===== src/rtl/core/fcwt_pkg.sv =====
// Shared types and constants of the flow cache with timeouts.
// No dependencies; used by fcwt_ctrl, fcwt_dp and flow_cache_with_timeouts_unit.
package fcwt_pkg;

  localparam int unsigned ENTRIES_DEF = 32;
  localparam int unsigned POS_W       = 7;
  localparam int unsigned MAX_RES     = 64;
  localparam int unsigned CFG_W       = 16;
  localparam int unsigned CFG_IDX_W   = 2;

  localparam logic [1:0] REG_ACTIVE   = 2'd0;
  localparam logic [1:0] REG_INACTIVE = 2'd1;
  localparam logic [1:0] REG_MAXFLOWS = 2'd2;

  localparam logic [15:0] ACTIVE_RST   = 16'd60;
  localparam logic [15:0] INACTIVE_RST = 16'd10;
  localparam logic [6:0]  MAXFLOWS_RST = 7'd32;

  localparam logic [7:0] PROTO_ICMP = 8'd1;
  localparam logic [7:0] PROTO_TCP  = 8'd6;
  localparam logic [7:0] PROTO_UDP  = 8'd17;

  localparam logic [19:0] US_MAX   = 20'd999999;
  // floor(us / 1000) == (us * MS_RECIP) >> MS_SHIFT for us below 2^20
  localparam logic [20:0] MS_RECIP = 21'd1073742;
  localparam int unsigned MS_SHIFT = 30;
  localparam logic [9:0]  MS_PER_S = 10'd1000;

  typedef struct packed {
    logic        req_type;
    logic        is_ipv4;
    logic [7:0]  ip_protocol;
    logic [31:0] source_ip;
    logic [31:0] dest_ip;
    logic [15:0] src_port;
    logic [15:0] dst_port;
    logic [7:0]  service_type;
    logic [15:0] packet_length;
    logic [7:0]  tcp_flag_bits;
    logic [31:0] stamp_seconds;
    logic [19:0] stamp_micros;
  } in_t;

  typedef struct packed {
    logic [31:0] rec_source_ip;
    logic [31:0] rec_dest_ip;
    logic [15:0] rec_source_port;
    logic [15:0] rec_dest_port;
    logic [7:0]  rec_protocol;
    logic [7:0]  rec_service_type;
    logic [7:0]  rec_tcp_flags;
    logic [31:0] rec_packets;
    logic [31:0] rec_octets;
    logic [9:0]  rec_start_ms;
    logic [31:0] rec_finish_ms;
    logic        last_record;
  } out_t;

  typedef struct packed {
    logic [31:0] src_ip;
    logic [31:0] dst_ip;
    logic [15:0] sport;
    logic [15:0] dport;
    logic [7:0]  proto;
    logic [7:0]  tos;
    logic [7:0]  flags;
    logic [31:0] pkts;
    logic [31:0] octs;
    logic [31:0] first_sec;
    logic [9:0]  first_ms;
    logic [31:0] last_sec;
    logic [31:0] finish_ms;
  } entry_t;

  typedef struct packed {
    logic             load;
    logic             rd;
    logic             exp;
    logic             upd;
    logic             ins;
    logic             fin;
    logic [POS_W-1:0] pos;
  } cmd_t;

  typedef struct packed {
    logic             flush;
    logic             ipv4;
    logic             proto_ok;
    logic             expire;
    logic             match;
    logic             full;
    logic             lim_hit;
    logic             can_exp;
    logic             pend;
    logic [POS_W-1:0] cnt;
  } stat_t;

endpackage


===== src/rtl/core/fcwt_ctrl.sv =====
// Sequencer of the flow cache: table walks for flush, expiry, match, eviction, limit.
// Depends on fcwt_pkg; drives the datapath fcwt_dp through cmd_t and reads stat_t.
module fcwt_ctrl (
  input  logic           clk_i,
  input  logic           rst_ni,
  input  logic           in_valid_i,
  output logic           in_ready_o,
  input  logic           in_flush_i,
  input  fcwt_pkg::stat_t st_i,
  output fcwt_pkg::cmd_t  cmd_o
);

  localparam logic [2:0] S_IDLE = 3'd0;
  localparam logic [2:0] S_NEXT = 3'd1;
  localparam logic [2:0] S_RD   = 3'd2;
  localparam logic [2:0] S_EVAL = 3'd3;
  localparam logic [2:0] S_UPD  = 3'd4;
  localparam logic [2:0] S_INS  = 3'd5;
  localparam logic [2:0] S_DONE = 3'd6;

  localparam logic [2:0] PH_FLUSH  = 3'd0;
  localparam logic [2:0] PH_EXPIRE = 3'd1;
  localparam logic [2:0] PH_MATCH  = 3'd2;
  localparam logic [2:0] PH_EVICT  = 3'd3;
  localparam logic [2:0] PH_LIMIT  = 3'd4;

  logic [2:0] state_q, state_d;
  logic [2:0] phase_q, phase_d;
  logic [fcwt_pkg::POS_W-1:0] pos_q, pos_d;

  always_comb begin
    state_d    = state_q;
    phase_d    = phase_q;
    pos_d      = pos_q;
    cmd_o      = '0;
    cmd_o.pos  = pos_q;
    in_ready_o = 1'b0;
    case (state_q)
      S_IDLE: begin
        in_ready_o = 1'b1;
        if (in_valid_i) begin
          cmd_o.load = 1'b1;
          pos_d      = '0;
          phase_d    = in_flush_i ? PH_FLUSH : PH_EXPIRE;
          state_d    = S_NEXT;
        end
      end
      S_NEXT: begin
        case (phase_q)
          PH_FLUSH: state_d = (st_i.cnt != '0) ? S_RD : S_DONE;
          PH_EXPIRE: begin
            if (pos_q < st_i.cnt) begin
              state_d = S_RD;
            end else if (!st_i.ipv4) begin
              state_d = S_DONE;
            end else begin
              pos_d   = '0;
              phase_d = st_i.proto_ok ? PH_MATCH : PH_LIMIT;
            end
          end
          PH_MATCH: begin
            if (pos_q < st_i.cnt) begin
              state_d = S_RD;
            end else if (st_i.full) begin
              pos_d   = '0;
              phase_d = PH_EVICT;
              state_d = S_RD;
            end else begin
              state_d = S_INS;
            end
          end
          PH_LIMIT: state_d = st_i.lim_hit ? S_RD : S_DONE;
          default:  state_d = S_DONE;
        endcase
      end
      S_RD: begin
        cmd_o.rd = 1'b1;
        state_d  = S_EVAL;
      end
      S_EVAL: begin
        case (phase_q)
          PH_EXPIRE: begin
            if (!st_i.expire) begin
              pos_d   = pos_q + 1'b1;
              state_d = S_NEXT;
            end else if (st_i.can_exp) begin
              cmd_o.exp = 1'b1;
              state_d   = S_NEXT;
            end
          end
          PH_MATCH: begin
            if (st_i.match) begin
              state_d = S_UPD;
            end else begin
              pos_d   = pos_q + 1'b1;
              state_d = S_NEXT;
            end
          end
          default: begin
            if (st_i.can_exp) begin
              cmd_o.exp = 1'b1;
              state_d   = (phase_q == PH_EVICT) ? S_INS : S_NEXT;
            end
          end
        endcase
      end
      S_UPD: begin
        cmd_o.upd = 1'b1;
        pos_d     = '0;
        phase_d   = PH_LIMIT;
        state_d   = S_NEXT;
      end
      S_INS: begin
        cmd_o.ins = 1'b1;
        pos_d     = '0;
        phase_d   = PH_LIMIT;
        state_d   = S_NEXT;
      end
      S_DONE: begin
        if (!st_i.pend) begin
          state_d = S_IDLE;
        end else if (st_i.can_exp) begin
          cmd_o.fin = 1'b1;
          state_d   = S_IDLE;
        end
      end
      default: state_d = S_IDLE;
    endcase
  end

  always_ff @(posedge clk_i or negedge rst_ni) begin
    if (!rst_ni) begin
      state_q <= S_IDLE;
      phase_q <= PH_FLUSH;
      pos_q   <= '0;
    end else begin
      state_q <= state_d;
      phase_q <= phase_d;
      pos_q   <= pos_d;
    end
  end

endmodule


===== config.mk =====
export PLATFORM = sky130hd
export DESIGN_NAME = fcwt_ctrl
export DESIGN_NICKNAME = d
export VERILOG_FILES = /design/src/rtl/core/fcwt_pkg.sv /design/src/rtl/core/fcwt_ctrl.sv
export SDC_FILE = /design/constraint.sdc
export NUM_CORES = 1
export LEC_CHECK = 0
export BUFFER_PORTS_ARGS = -buffer_cell sky130_fd_sc_hd__buf_2
export CORE_UTILIZATION = 37
export DETAILED_ROUTE_END_ITERATION = 7
export RECOVER_POWER = 50
export SYNTH_ARGS = -nofsm -noshare
export SYNTH_HDL_FRONTEND = slang
export SYNTH_SLANG_ARGS = --single-unit

===== constraint.sdc =====
create_clock -name clk_i -period 2.4 [get_ports clk_i]
set_input_delay 0.12 -clock clk_i [delete_from_list [all_inputs] [get_ports clk_i]]
set_output_delay 0.12 -clock clk_i [all_outputs]
set_load 0.01 [all_outputs]

==> metrics.txt <==
# TYPE chip_impl_metric gauge
chip_impl_metric{name="wirelength",unit="mm"} 2.640
chip_impl_metric{name="first_global_vias",unit=""} 953
chip_impl_metric{name="antenna_violating_nets_post_route",unit=""} 0
chip_impl_metric{name="numPortBuffers",unit=""} 32
chip_impl_info{name="layout_common_cells",value="sky130_fd_sc_hd__buf_2, sky130_fd_sc_hd__inv_1, sky130_fd_sc_hd__dfrtp_1"} 1
chip_impl_metric{name="syn-cell-area",unit="um2"} 1122
chip_impl_metric{name="grt_start_max_net_pins",unit=""} 14
chip_impl_metric{name="nNetsFinal",unit=""} 193
chip_impl_metric{name="post-route-period-util",unit=""} 0.8674
chip_impl_metric{name="placement_rows",unit=""} 19
chip_impl_metric{name="synth_seq_area_share",unit=""} 0.2899
chip_impl_metric{name="post_cts_hold_buffer_count",unit=""} 1
chip_impl_metric{name="drcViolationCount",unit=""} 2
chip_impl_metric{name="number_of_enable_type_register_cells_in_the_synthesized_netlist",unit=""} 0
chip_impl_metric{name="cts-buffers-inserted",unit=""} 3
chip_impl_metric{name="ys_types",unit=""} 47
chip_impl_metric{name="wire_per_inst",unit="um"} 13.47
chip_impl_info{name="tritoncts_clock_tree",value="yes"} 1
chip_impl_metric{name="grt_pass1_wl",unit="mm"} 4.374
chip_impl_metric{name="path_buf_inv",unit=""} 0
chip_impl_metric{name="power_per_cell_area",unit="nW/um2"} 1017
chip_impl_metric{name="postSynthAreaPerCell",unit="um2"} 8.567
chip_impl_metric{name="worst_ir_drop_vdd",unit="mV"} 0.4661
chip_impl_metric{name="synthesis.yosys.warnings",unit=""} 0
chip_impl_metric{name="place.gp.congestion",unit=""} 0.8353
chip_impl_metric{name="setup_viol",unit=""} 0
chip_impl_metric{name="layout_min_cycle_time",unit="ns"} 2.082
chip_impl_info{name="crit_path_cell_trace",value="ha_1 > a21o_1 > a31oi_1 > o21bai_1 > a21oi_1 > nand2b_4 > o41ai_2"} 1
chip_impl_info{name="rsz0062_at_grt",value="false"} 1
chip_impl_metric{name="grt_remaining_overflow",unit=""} 0
chip_impl_metric{name="worstPathMaxFanout",unit=""} 9
chip_impl_metric{name="ioPinCount",unit=""} 34
chip_impl_metric{name="cp.arrival",unit="ns"} 2.26
chip_impl_metric{name="critPathMaxStageDelay",unit="ns"} 0.44
chip_impl_metric{name="detailed_place_hpwl",unit="mm"} 2.081
chip_impl_metric{name="slew_viol_final",unit=""} 0
chip_impl_metric{name="detail_route.vias_per_cell",unit=""} 5.587
chip_impl_metric{name="holdPathStages",unit=""} 4
chip_impl_metric{name="synthDominantCellAreaShare",unit=""} 0.2899
chip_impl_metric{name="syn_to_final_growth",unit="%"} 18.39
chip_impl_metric{name="reg2reg_depth",unit=""} 7
chip_impl_metric{name="cp.required",unit="ns"} 2.58
chip_impl_metric{name="initial_utilization",unit=""} 0.4001
chip_impl_info{name="critPathCaptureType",value="register"} 1
chip_impl_metric{name="antenna_found_initial",unit=""} 0
chip_impl_metric{name="drt_iter0_drc",unit=""} 49
chip_impl_metric{name="groute.usage.overall",unit=""} 0.1703
chip_impl_info{name="critPathLaunch",value="pos_q[2]$_DFFE_PN0P_"} 1
chip_impl_metric{name="cts_repair_resize_count",unit=""} 0
chip_impl_info{name="worst_hold_path.endpoint",value="phase_q[2]$_DFFE_PN0P_"} 1
chip_impl_metric{name="max_freq",unit="MHz"} 480.4
chip_impl_metric{name="numPlacedInstances",unit=""} 191
chip_impl_metric{name="cap_violations",unit=""} 0
chip_impl_metric{name="final_hold_viol_count",unit=""} 0
chip_impl_metric{name="dr.pass1.iters",unit=""} 8
chip_impl_metric{name="nFillCells",unit=""} 287
chip_impl_metric{name="cts_buffer_depth",unit=""} 2
chip_impl_metric{name="syn-num-nets",unit=""} 158
chip_impl_metric{name="synth_cells",unit=""} 131
chip_impl_metric{name="tightest_slew",unit="ns"} 0.7097
chip_impl_info{name="worst_setup_path_start_kind",value="register"} 1
chip_impl_metric{name="rrSetupSlack",unit="ns"} 0.32
chip_impl_info{name="dominantRegCellSynth",value="sky130_fd_sc_hd__dfrtp_1"} 1
chip_impl_metric{name="clk_pin_slew_worst_paths",unit="ns"} 0.08
chip_impl_metric{name="relSlewSlack",unit=""} 0.5269
chip_impl_metric{name="core",unit="um2"} 2805
chip_impl_metric{name="diodes",unit=""} 0
chip_impl_info{name="min_path_type",value="primary input to register"} 1
chip_impl_info{name="worst_path_dominant_cell_family",value="compound AO/OA/AOI/OAI gates"} 1
chip_impl_info{name="reg2reg_to",value="phase_q[0]$_DFFE_PN0P_"} 1
chip_impl_info{name="clock-root-buffer",value="sky130_fd_sc_hd__clkbuf_4"} 1
chip_impl_metric{name="die_x",unit="um"} 57.08
chip_impl_metric{name="drive_gt1_frac",unit=""} 0.2485
chip_impl_metric{name="leakage",unit="nW"} 0.7036
chip_impl_info{name="mostFrequentLayoutCell",value="sky130_fd_sc_hd__buf_2"} 1
chip_impl_info{name="critical_path_top_delay_cell",value="sky130_fd_sc_hd__dfrtp_1"} 1
chip_impl_metric{name="die_height",unit="um"} 57.08
chip_impl_metric{name="layoutNonFillerInstCount",unit=""} 196
chip_impl_metric{name="cts.repair_timing.setup_buffer_count",unit=""} 0
chip_impl_info{name="run_status",value="complete, but fails checks"} 1
chip_impl_metric{name="route.vias.total",unit=""} 1095
chip_impl_metric{name="finalClockSkew",unit="ns"} 0.005014
chip_impl_info{name="critical_path_class",value="register to register"} 1
chip_impl_info{name="timing.rr.start",value="pos_q[2]$_DFFE_PN0P_"} 1
chip_impl_metric{name="latest_clock_arrival_within_the_worst_skew_pair",unit="ns"} 0.28
chip_impl_metric{name="cts-htree-levels",unit=""} 1
chip_impl_metric{name="numClockSinks",unit=""} 13
chip_impl_info{name="synthTopCellsByArea",value="sky130_fd_sc_hd__dfrtp_1, sky130_fd_sc_hd__ha_1, sky130_fd_sc_hd__o21ai_0"} 1
chip_impl_info{name="violations",value="DRC"} 1
chip_impl_info{name="synth_top_area_cell",value="sky130_fd_sc_hd__dfrtp_1"} 1
chip_impl_info{name="timing.hold.worst.start",value="st_i[13]"} 1
chip_impl_metric{name="ys_seq_elements",unit=""} 13
chip_impl_metric{name="async_flop_share",unit=""} 1.000
chip_impl_metric{name="die-area",unit="um2"} 3258
chip_impl_metric{name="setup-tns-final",unit="ns"} 0
## cells in the mapped netlist, types with 2 or more instances
master,instances
sky130_fd_sc_hd__nand3_1,7
sky130_fd_sc_hd__o21ai_0,10
sky130_fd_sc_hd__a21oi_1,5
sky130_fd_sc_hd__nor2_1,9
sky130_fd_sc_hd__nor3b_1,3
sky130_fd_sc_hd__inv_1,13
sky130_fd_sc_hd__ha_1,7
sky130_fd_sc_hd__mux2_2,2
sky130_fd_sc_hd__o22a_1,2
sky130_fd_sc_hd__and3_1,3
sky130_fd_sc_hd__nand2_1,7
sky130_fd_sc_hd__a21o_1,4
sky130_fd_sc_hd__nor4_1,2
sky130_fd_sc_hd__nor3b_2,2
sky130_fd_sc_hd__dfrtp_1,13
sky130_fd_sc_hd__and2_1,2
sky130_fd_sc_hd__o31ai_1,4
sky130_fd_sc_hd__nor3_1,2
sky130_fd_sc_hd__nand2b_1,3
sky130_fd_sc_hd__nand4_1,4
## cells by family (layout without fill, tap and decap cells)
kind of cell | Yosys count | in the layout | share of synthesized area
mux | 4 | 4 | 0.03902
fa+ha+maj | 7 | 7 | 0.07803
flops | 13 | 13 | 0.2899
compound gates | 34 | 34 | 0.2107
simple gates | 56 | 56 | 0.3144
buf+inv | 17 | 51 | 0.06800
## area by class of cell
cell class	instances	area [um2]	share of cell area
inverter	13	48.80	0.03672
sequential	13	325.3	0.2448
timing repair buffer	34	167.7	0.1262
clock buffer	3	22.52	0.01695
multi-input combinational	101	720.7	0.5424
clock inverter	1	5.005	0.003766
tap	31	38.79	0.02919
## metal layers
metal	GRT usage	vias up	wire, um
met3	0.05215	2	129
li1	-	552	-
met1	0.2461	518	1293
met5	0	-	0
met4	0.02439	0	8
met2	0.2571	23	1209
## power breakdown
group | switching, W | internal, W
combinational | 0.000449 | 0.000343
clock | 0.0000713 | 0.0000618
sequential | 0.000139 | 0.000287
## registers in the layout, summed over array words and instances (netlist names)
signal and cells:
state_q 3, phase_q 3, pos_q 7
## metrics by stage
step | instance area [um2] | hold slack (ns) | utilization | power [W] | worst slack (ns)
after CTS | 1339 | 0.1754 | 0.4773 | 0.001361 | 0.3233
after floorplan | 1122 | -0.1756 | - | 0.001035 | 0.4850
final | 1329 | 0.1826 | 0.4737 | 0.001351 | 0.3184
after global placement | 1301 | 0.02499 | 0.4639 | 0.001209 | 0.3974
after detailed placement | 1301 | 0.02917 | 0.4639 | 0.001221 | 0.3715
after global routing | 1329 | 0.1974 | 0.4737 | 0.001486 | 0.08486
## worst reg2reg max path: cells and delay by family, from the launching register on
kind,cells,cell delay [ns]
adder cells (fa/ha/maj),1,0.32
AO/OA/AOI/OAI,5,1.00
AND/OR/NAND/NOR,1,0.22
flip-flops,1,0.44
## worst max path at each step
stage | to | slack, ns | depth (start not counted)
global route | phase_q[0]$_DFFE_PN0P_ | 0.08 | 7
global placement | state_q[2]$_DFFE_PN0P_ | 0.40 | 7
finish | phase_q[0]$_DFFE_PN0P_ | 0.32 | 7
floorplan | phase_q[0]$_DFFE_PN0P_ | 0.48 | 8
detailed placement | phase_q[0]$_DFFE_PN0P_ | 0.37 | 7
CTS | phase_q[0]$_DFFE_PN0P_ | 0.32 | 7
Power figures use the tool's default switching activity.
